**src/hdl/ccu_pkg.sv**
```systemverilog
package ccu_pkg;

  // input and output formats
  localparam int COORD_BITS = 16;
  localparam int FRAC_BITS  = 8;
  localparam int LIMIT_W    = 34;
  localparam int OUT_W      = 40;

  // front arithmetic widths
  localparam int DIFF_W = COORD_BITS + 1;
  localparam int SQ_W   = 2 * COORD_BITS + 1;
  localparam int DET_W  = 2 * COORD_BITS + 3;
  localparam int ADET_W = DET_W - 1;
  localparam int NUM_W  = 3 * COORD_BITS + 3;
  localparam int MAG_W  = NUM_W - 1;

  // divider widths
  localparam int M_W     = MAG_W + FRAC_BITS + 1;
  localparam int D_W     = ADET_W + 1;
  localparam int Q_W     = OUT_W + 2;
  localparam int DIV_LAT = Q_W + 1;

  // radius path widths
  localparam int CX_W   = Q_W + 1;
  localparam int DX_W   = CX_W + 1;
  localparam int ADX_W  = DX_W - 1;
  localparam int LO_W   = (ADX_W + 1) / 2;
  localparam int HI_W   = ADX_W - LO_W;
  localparam int S_W    = 2 * ADX_W + 2;
  localparam int RT_W   = S_W / 2;
  localparam int R_W    = RT_W + 3;
  localparam int SQ_LAT = RT_W + 1;

  // queue between front and back
  localparam int FRONT_STAGES = 4;
  localparam int FIFO_DEPTH   = 8;
  localparam int FIFO_AW      = 3;

  typedef struct packed {
    logic signed [COORD_BITS-1:0] p1_x;
    logic signed [COORD_BITS-1:0] p1_y;
    logic signed [COORD_BITS-1:0] p2_x;
    logic signed [COORD_BITS-1:0] p2_y;
    logic signed [COORD_BITS-1:0] p3_x;
    logic signed [COORD_BITS-1:0] p3_y;
  } pts_t;

  typedef struct packed {
    logic                         col;
    logic                         sx;
    logic                         sy;
    logic signed [COORD_BITS-1:0] x1;
    logic signed [COORD_BITS-1:0] y1;
  } sb_t;

  typedef struct packed {
    logic [M_W-1:0] mx;
    logic [M_W-1:0] my;
    logic [D_W-1:0] d;
    sb_t            sb;
  } item_t;

  typedef struct packed {
    logic empty;
    logic afull;
  } fifo_stat_t;

  typedef struct packed {
    logic signed [OUT_W-1:0] center_x;
    logic signed [OUT_W-1:0] center_y;
    logic [OUT_W-1:0]        radius;
    logic                    collinear;
  } result_t;

endpackage

```
**src/hdl/ccu_fifo.sv**
```systemverilog
module ccu_fifo (
  input  logic                clk,
  input  logic                rst_n,
  input  logic                push,
  input  ccu_pkg::item_t      push_data,
  input  logic                pop,
  output ccu_pkg::item_t      pop_data,
  output ccu_pkg::fifo_stat_t stat
);

  ccu_pkg::item_t              ent_r [0:ccu_pkg::FIFO_DEPTH-1];
  logic [ccu_pkg::FIFO_AW-1:0] wr_ptr_r, rd_ptr_r;
  logic [ccu_pkg::FIFO_AW:0]   cnt_r;
  logic                        do_pop;

  assign do_pop = pop && (cnt_r != '0);

  // pointers and fill level
  always_ff @(posedge clk) begin
    if (!rst_n) begin
      wr_ptr_r <= '0;
      rd_ptr_r <= '0;
      cnt_r    <= '0;
    end else begin
      if (push) begin
        wr_ptr_r <= wr_ptr_r + 1'b1;
      end
      if (do_pop) begin
        rd_ptr_r <= rd_ptr_r + 1'b1;
      end
      cnt_r <= cnt_r + (ccu_pkg::FIFO_AW+1)'(push) - (ccu_pkg::FIFO_AW+1)'(do_pop);
    end
  end

  // entry storage
  always_ff @(posedge clk) begin
    if (push) begin
      ent_r[wr_ptr_r] <= push_data;
    end
  end

  assign pop_data   = ent_r[rd_ptr_r];
  assign stat.empty = (cnt_r == '0);
  assign stat.afull = cnt_r >= (ccu_pkg::FIFO_AW+1)'(ccu_pkg::FIFO_DEPTH - ccu_pkg::FRONT_STAGES);

endmodule

```
**config.mk**
```make
export PLATFORM = sky130hd
export DESIGN_NAME = ccu_fifo
export DESIGN_NICKNAME = d
export VERILOG_FILES = /design/src/hdl/ccu_pkg.sv /design/src/hdl/ccu_fifo.sv
export SDC_FILE = /design/constraint.sdc
export NUM_CORES = 1
export LEC_CHECK = 0
export CAP_MARGIN = 40
export CORE_MARGIN = 4
export CORE_UTILIZATION = 34
export DETAILED_ROUTE_END_ITERATION = 10
export DONT_BUFFER_PORTS = 1
export PLACE_DENSITY = 0.46
export SLEW_MARGIN = 30
export SYNTH_ARGS = -nofsm -noshare
export SYNTH_HDL_FRONTEND = slang
export SYNTH_SLANG_ARGS = --single-unit
```
**constraint.sdc**
```tcl
create_clock -name clk -period 40 [get_ports clk]
set_input_delay 2 -clock clk [delete_from_list [all_inputs] [get_ports clk]]
set_output_delay 2 -clock clk [all_outputs]
set_load 0.005 [all_outputs]
```
==> results of run 1 <==
## cells in the final DEF, fill, tap and decap left out, types with 4 or more instances in the layout
master / count
and2_1: 4
clkinv_1: 39
mux2_2: 188
clkinv_2: 28
nor2_4: 6
clkbuf_16: 170
mux2i_1: 7
buf_4: 19
bufinv_16: 11
buf_12: 22
inv_16: 6
ha_1: 6
nand2_1: 8
nand2b_1: 6
mux4_2: 376
buf_16: 9
edfxtp_1: 1504
dfxtp_1: 10
clkbuf_1: 41
inv_1: 5
## critical path, stage by stage, from the launching register on
cell	delay, ns
dfxtp_4	0.49
buf_12	0.28
buf_4	0.56
buf_12	0.27
buf_12	0.37
buf_16	0.41
mux4_2	0.56
mux2_2	0.33
## area by class of cell
class                      instances  area (um2)
multi-input combinational        618       11000
tap                             2204        2760
inverter                           5        18.8
fill                           14600      102000
clock inverter                    94         847
timing repair buffer              52         853
clock buffer                     211        4410
sequential                      1517       45400
## power by group through the flow
| stage | Clock [mW] | Combinational (mW) | Sequential (mW) |
|---|---|---|---|
| after CTS | 1.52 | 0.441 | 1.81 |
| final | 1.47 | 0.426 | 1.81 |
| after global placement | 0 | 0.427 | 1.85 |
| after detailed placement | 0 | 0.439 | 1.85 |
| after global routing | 1.58 | 0.459 | 1.81 |
| after floorplan | 0 | 0.320 | 1.85 |
## cell families after synthesis
logic type      Yosys count  synth area share (%)
fa+ha+maj                 7                 0.166
mux                     571                  18.7
compound gates            5                0.0569
xor+xnor                  3                0.0460
flops                  1517                  79.5
simple gates             32                 0.283
buf+inv                 112                  1.26
## layer usage
metal  routed length [um]  part of all wire, %  GRT usage, %
met1                51500                   39          17.9
met2                69600                   53          26.6
met3                 6520                  5.0          3.78
met4                 3390                  2.6          4.86
met5                    0                    0             0
## how the worst min path moves through the flow
| stage | from | to | slack (ns) | depth (start not counted) |
|---|---|---|---|---|
| 2_1_floorplan | rd_ptr_r[1] | flop | 0.46 | 2 |
| 3_3_place_gp | rd_ptr_r[1] | rd_ptr_r[1] | 0.48 | 2 |
| 3_5_place_dp | rd_ptr_r[1] | flop | 0.48 | 2 |
| 4_1_cts | rd_ptr_r[1] | flop | 0.49 | 2 |
| 5_1_grt | rd_ptr_r[1] | rd_ptr_r[1] | 0.54 | 2 |
| 6_report | rd_ptr_r[1] | flop | 0.49 | 2 |
## synthesized netlist by cell type
| library cell | instances |
|---|---|
| a21o_1 | 1 |
| dfxtp_1 | 13 |
| buf_6 | 38 |
| inv_1 | 5 |
| mux4_2 | 376 |
| nor2_1 | 7 |
| edfxtp_1 | 1504 |
| mux2i_1 | 7 |
| xnor2_1 | 2 |
| mux2_2 | 188 |
| ha_1 | 6 |
| buf_2 | 13 |
| fa_1 | 1 |
| nor3b_1 | 1 |
| and2_1 | 4 |
| nor2b_1 | 2 |
| buf_1 | 29 |
| clkbuf_1 | 27 |
| or2_2 | 1 |
| xor2_1 | 1 |
| nand2b_1 | 6 |
| a21boi_0 | 2 |
| a21oi_1 | 1 |
| nand2_1 | 8 |
| o21ai_0 | 1 |
| or3_1 | 1 |
| nor3_1 | 2 |
## flip-flops by register name, summed over array words and instances, names as in the netlist, named ones only
register  count
rd_ptr_r      3
wr_ptr_r      3
cnt_r         4
ent_r      1504
## through the flow
stage	setup WS (ns)	area, um2	hold WS, ns	total power, mW
global placement	33.53	59700	0.477	2.28
CTS	33.32	65200	0.492	3.77
global route	33.25	65300	0.540	3.86
detailed placement	34.24	59900	0.482	2.29
floorplan	24.28	57100	0.464	2.17
finish	33.69	65300	0.491	3.70
==> impl_metrics.tcl, run 1 <==
set metrics [dict create \
    synth.distinct_cells 27 \
    drc 0 \
    cts_sinks 1517 \
    finalSetupTns_ns 0 \
    dieHeight_um 418 \
    fin_crit_sh_pct 15.8 \
    firstDrtPassIters 5 \
    postSynthAreaPerCell_um2 25.4 \
    r2r_setup_slack_ns 36.10 \
    dpl.hpwl_um 70400 \
    postRouteAntennaNets 0 \
    ys_seq_area_share_pct 79.5 \
    instances_no_fill 4701 \
    cts_buffers 168 \
    synth_seq_cells 1517 \
    endpoint_kind "primary output" \
    grt_overflow 0 \
    status "complete, no violations" \
    switching_power_uw 850 \
    final_max_slew_viol_count 0 \
    worstSetupEndpoint "pop_data[120]" \
    clk_path_buf_depth 3 \
    core_area_um2 167000 \
    synth_warnings 0 \
    antenna_found_initial 0 \
    power_per_cell_area_nw_per_um2 56.7 \
    htree_num_levels 4 \
    grt_usage_pct 15.0 \
    worst_pin_slew_ns 0.964 \
    nNetsFinal 2561 \
    die_area_um2 175000 \
    critPathLaunchType "flop" \
    synth_top_area_cell "edfxtp_1" \
    setup_viol 0 \
    path_class "flop to primary output" \
    grt_pass1_wl_um 187000 \
    antenna-diode-count 0 \
    syn-num-nets 2446 \
    worstPathRequired_ns 38.00 \
    synth_top_area_share_pct 79.1 \
    p_leak_nw 19.5 \
    drive_gt1_share_pct 34.2 \
    drtIter0Drc 1579 \
    rsz0062_at_grt "no" \
    grt_pass1_vias 25900 \
    pwr-share-clk_pct 39.6 \
    io_buffers 0 \
    swShare_pct 23.0 \
    maxCapViolCount 0 \
    dp.cells 4390 \
    avgRoutedWirePerCell_um 27.9 \
    cts_hold_buf 0 \
    power.internal_mw 2.85 \
    wirelength_um 131000 \
    yosys-top-cells-area "edfxtp_1 79%, mux4_2 15%, mux2_2 3.7%" \
    syn_inst 2247 \
    fmax_mhz 159 \
    grt_max_degree 152 \
    clk_latency_ns 0.79 \
    ir_worst_vdd_v 0.0000424 \
    crit_fanout 56 \
    finalHoldViolations 0 \
    skew_ns 0.0188 \
    place.gp.congestion 0.686 \
    num_io_pins 382 \
    syn_area_um2 57100 \
    clk_pin_slew_ns 0.06 \
    reg2reg_to "ent_r[3][113]" \
    hold_class "flop to flop" \
    max-slew-margin-rel_pct 35.8 \
    die_x_um 418 \
    cts_tree "yes" \
    num_vias 23500 \
    utilization_pct 39.1 \
    viasPerCell 5.00 \
    cts_resized 0 \
    r2r-start "wr_ptr_r[0]" \
    fp-row-count 150 \
    cp_data_arrival_time_ns 4.31 \
    start_util_pct 34.2 \
    pwr-share-comb_pct 11.5 \
    clockRootBuffer "clkbuf_16" \
    postCtsSetupBuffers 0 \
    p_seq_share_pct 48.9 \
    period_needed_ns 6.31 \
    area_growth_pct 14.4 \
    r2r_cells 5 \
]
(Power assumes the default switching activity.)
==> run 2: changes to the inputs <==
- PLACE_DENSITY: 0.46 -> 0.48
- clock period: 40 -> 5.7 ns (I/O delays scaled with it)
==> impl_metrics.tcl, run 2 (synthesis results as in run 1) <==
set metrics [dict create \
    status "complete, no violations" \
    whs_path_depth 2 \
    reg_top3 "ent_r (1504), cnt_r (4)" \
    fin_crit_sh_pct 62.5 \
    postCtsSetupBuffers 0 \
    r2r_cells 3 \
    viasPerCell 4.99 \
    largest_reg_flops 1504 \
    num_io_pins 382 \
    cp_num_buf_inv 2 \
    dpl.hpwl_um 68500 \
    ir_worst_vdd_v 0.000299 \
    antenna_found_initial 15 \
    holdPathEnd "ent_r[7][40]" \
    firstDrtPassIters 5 \
    min_from "push" \
    largest-register "ent_r" \
    place.gp.congestion 0.674 \
    critPathLaunchType "flop" \
    dieHeight_um 418 \
    finalHoldViolations 0 \
    p_leak_nw 20.1 \
    die_area_um2 175000 \
    wirelength_um 129000 \
    fin_ws_ns 2.14 \
    maxCapViolCount 0 \
    die_x_um 418 \
    clk_latency_ns 0.81 \
    power_per_cell_area_nw_per_um2 384 \
    dpl_worst_slack_ns 2.81 \
    num_vias 24300 \
    r2r-start "wr_ptr_r[1]" \
    grt_overflow 0 \
    reg2reg_to "ent_r[6][113]" \
    grt_usage_pct 14.8 \
    grt_pass1_vias 26400 \
    cts_sinks 1517 \
    path_class "flop to primary output" \
    cp_data_arrival_time_ns 3.28 \
    drive_gt1_share_pct 31.2 \
    crit_family "multiplexers" \
    hold_class "primary input to flop" \
    nNetsFinal 2738 \
    worstPathRequired_ns 5.41 \
    io_buffers 0 \
    skew_ns 0.0261 \
    utilization_pct 40.0 \
    avgRoutedWirePerCell_um 26.5 \
    core_area_um2 167000 \
    area_growth_pct 17.0 \
    setup_viol 0 \
    r2r_setup_slack_ns 3.28 \
    final_max_slew_viol_count 0 \
    clk_path_buf_depth 3 \
    layout_common_cells "1504 x edfxtp_1, 376 x mux4_2, 191 x dlygate4sd3_1" \
    drc 0 \
    layout_commonest_cell "edfxtp_1" \
    postRouteAntennaNets 0 \
    max_stage_delay_ns 0.63 \
    grt_pass1_wl_um 187000 \
    drtIter0Drc 1789 \
    clk_pin_slew_ns 0.06 \
    clockRootBuffer "clkbuf_16" \
    fmax_mhz 281 \
    fp-row-count 150 \
    cts_tree "yes" \
    endpoint_kind "primary output" \
    worst_pin_slew_ns 1.08 \
    cp_cell_sequence "buf_12 > buf_4 > mux4_2 > mux2_2" \
    max-slew-margin-rel_pct 27.8 \
    grt_max_degree 132 \
    start_util_pct 34.2 \
    crit_fanout 35 \
    rsz0062_at_grt "no" \
    critPathSlowestCell "dfxtp_4" \
    period_needed_ns 3.56 \
    htree_num_levels 4 \
    cts_buffers 163 \
]
==> run 2: repair_timing <==
item,4_1_cts,5_1_grt
gates resized for setup,0,0
hold endpoints to repair,1517,0
hold buffers,191,0
==> run 2: metrics by stage <==
stage / hold slack [ns] / instance area, um2 / setup TNS, ns / instances / total power [mW]
after floorplan: 0.384 / 57200 / -333.48 / 2247 / 15.1
after global placement: 0.384 / 59800 / 0 / 4383 / 16.0
after detailed placement: 0.384 / 59900 / 0 / 4386 / 16.0
after CTS: 0.0691 / 66800 / 0 / 4866 / 26.2
after global routing: 0.0993 / 66800 / 0 / 4869 / 26.8
final: 0.139 / 66900 / 0 / 4872 / 25.7
==> run 2: worst max-delay path by stage <==
stage | from | endpoint | cells past startpoint
after floorplan | wr_ptr_r[0] | ent_r[1][0] | 2
after global placement | flop | pop_data[104] | 3
after detailed placement | flop | pop_data[126] | 4
after CTS | flop | pop_data[126] | 4
after global routing | flop | pop_data[126] | 4
final | flop | pop_data[126] | 4
==> run 2: per-layer routing <==
layer | global-route usage (%) | vias up | wire length (um)
met5 | 0 | - | 21
met4 | 4.60 | 4 | 3370
met3 | 3.07 | 217 | 5560
met2 | 26.6 | 502 | 69000
met1 | 18.0 | 13300 | 51400
li1 | - | 10300 | -
==> run 2: layout make-up <==
type | instances | area (um2)
Fill cell | 14500 | 100000
Clock buffer | 198 | 4230
Inverter | 5 | 18.8
Clock inverter | 91 | 764
Multi-Input combinational cell | 618 | 11000
Tap cell | 2204 | 2760
Sequential cell | 1517 | 45400
Timing Repair Buffer | 234 | 2590
Antenna cell | 5 | 12.5
==> run 2: report_power, final <==
| part | switching [mW] | internal, mW |
|---|---|---|
| clock | 4.19 | 5.61 |
| sequential | 0.137 | 12.6 |
| combinational | 1.67 | 1.50 |
==> run 3: changes to the inputs <==
- PLACE_DENSITY: 0.48 -> 0.46
- clock period: 5.7 -> 3.4 ns (I/O delays scaled with it)
==> impl_metrics.tcl, run 3 (synthesis results as in run 1) <==
set metrics [dict create \
    critPathSlowestCell "mux4_2" \
    grt_usage_pct 15.1 \
    max_stage_delay_ns 0.55 \
    period_needed_ns 3.08 \
    endpoint_kind "primary output" \
    cts_sinks 1517 \
    wirelength_um 132000 \
    fp-row-count 150 \
    fin_crit_sh_pct 90.6 \
    critPathLaunchType "flop" \
    dpl-instance-area_um2 60700 \
    fmax_mhz 325 \
    min_from "push_data[99]" \
    worst_pin_slew_ns 0.880 \
    worstPathRequired_ns 3.23 \
    cts_resized 0 \
    crit_fanout 23 \
    drive_gt1_share_pct 33.2 \
    cp_data_arrival_time_ns 2.91 \
    viasPerCell 4.95 \
    grt_pass1_vias 26900 \
    htree_num_levels 4 \
    nNetsFinal 2798 \
    p_leak_nw 20.6 \
    drc 0 \
    clk_pin_slew_ns 0.06 \
    final_max_slew_viol_count 0 \
    rsz0062_at_grt "no" \
    r2r-start "cnt_r[2]" \
    clk_latency_ns 0.79 \
    r2r_setup_slack_ns 0.82 \
    grt_overflow 0 \
    postRouteAntennaNets 0 \
    num_io_pins 382 \
    path_class "flop to primary output" \
    grt_pass1_wl_um 190000 \
    worstSetupEndpoint "pop_data[185]" \
    die_area_um2 175000 \
    ir_worst_vdd_v 0.000481 \
    start_util_pct 34.2 \
    power_per_cell_area_nw_per_um2 647 \
    layout_common_cells "1504 x edfxtp_1, 376 x mux4_2, 192 x dlygate4sd3_1" \
    setup_viol 0 \
    utilization_pct 40.6 \
    num_vias 24500 \
    largest-register "ent_r" \
    clk_path_buf_depth 3 \
    cp_cell_sequence "buf_12 > buf_4 > mux4_2 > mux2_2" \
    cts_buffers 167 \
    core_area_um2 167000 \
    hold_class "primary input to flop" \
    drtIter0Drc 1634 \
    place.gp.congestion 0.715 \
    dieHeight_um 418 \
    antenna_found_initial 12 \
    whs_path_depth 1 \
    area_growth_pct 18.8 \
    clockRootBuffer "clkbuf_16" \
    io_buffers 0 \
    reg2reg_to "cnt_r[0]" \
    die_x_um 418 \
    status "complete, no violations" \
    largest_reg_flops 1504 \
    avgRoutedWirePerCell_um 26.7 \
    skew_ns 0.0298 \
    final_area_um2 67800 \
    maxCapViolCount 0 \
    reg_top3 "ent_r (1504), cnt_r (4)" \
    n_fill_cell 14500 \
    r2r_cells 8 \
    layout_commonest_cell "edfxtp_1" \
    grt_max_degree 98 \
    firstDrtPassIters 4 \
    finalHoldViolations 0 \
    cts_tree "yes" \
    max-slew-margin-rel_pct 41.3 \
    dpl.hpwl_um 75400 \
]
run 3: cell types whose count changed in the layout (fill, tap and decap cells not counted), moves of 5 or more:
cell,previous run,this run
buf_12,24,49
buf_4,16,48
clkbuf_16,164,171
clkinv_1,42,36
clkinv_2,20,25
clkinv_8,6,1
diode_2,5,11
run 3: how the worst min path moves through the flow:
stage,slack [ns],to
after global routing,0.14,ent_r[5][40]
after CTS,0.08,ent_r[5][40]
after detailed placement,0.27,ent_r[0][99]
after floorplan,0.27,ent_r[0][0]
final,0.19,ent_r[6][99]
after global placement,0.27,ent_r[2][99]
run 3: where the power goes:
| part | leakage (nW) | switching (mW) | internal [mW] |
|---|---|---|---|
| sequential | 13.8 | 0.173 | 21.1 |
| combinational | 4.29 | 2.88 | 2.64 |
| clock | 2.55 | 7.14 | 9.94 |
run 3: layer usage:
| metal | wire length [um] | share of wire (%) | GRT usage (%) | vias to the layer above |
|---|---|---|---|---|
| met1 | 51800 | 39 | 18.0 | 13300 |
| met4 | 3510 | 2.7 | 4.96 | 0 |
| li1 | - | - | - | 10400 |
| met5 | 0 | 0 | 0 | - |
| met3 | 5950 | 4.5 | 3.30 | 202 |
| met2 | 70500 | 53 | 26.9 | 519 |
run 3: cell type report:
| class | count | area [um2] | area share (%) |
|---|---|---|---|
| Antenna cell | 11 | 27.5 | 0.0406 |
| Clock buffer | 209 | 4430 | 6.53 |
| Clock inverter | 88 | 790 | 1.16 |
| Inverter | 5 | 18.8 | 0.0277 |
| Multi-Input combinational cell | 618 | 11100 | 16.3 |
| Sequential cell | 1517 | 45400 | 67.0 |
| Tap cell | 2204 | 2760 | 4.07 |
| Timing Repair Buffer | 290 | 3290 | 4.85 |
run 3: through the flow:
stage | worst slack (ns) | power, mW | setup TNS (ns) | instances | hold slack [ns]
after CTS | 0.123 | 44.8 | 0 | 4931 | 0.0796
after global placement | 1.06 | 27.0 | 0 | 4441 | 0.269
after detailed placement | 0.993 | 27.0 | 0 | 4442 | 0.269
after global routing | 0.0916 | 45.7 | 0 | 4937 | 0.140
after floorplan | -2.06 | 25.4 | -1132.01 | 2247 | 0.269
final | 0.321 | 43.9 | 0 | 4942 | 0.192
run 3: critical path: cells and delay by family (launching register included):
kind / cells / cell delay (ns)
DFF: 1 / 0.52
buffers and inverters: 2 / 0.67
muxes: 2 / 0.86
run 3: timing repair:
action	CTS	global route
hold buffers	192	0
setup buffers	0	0
endpoints found under the hold margin	1713	0
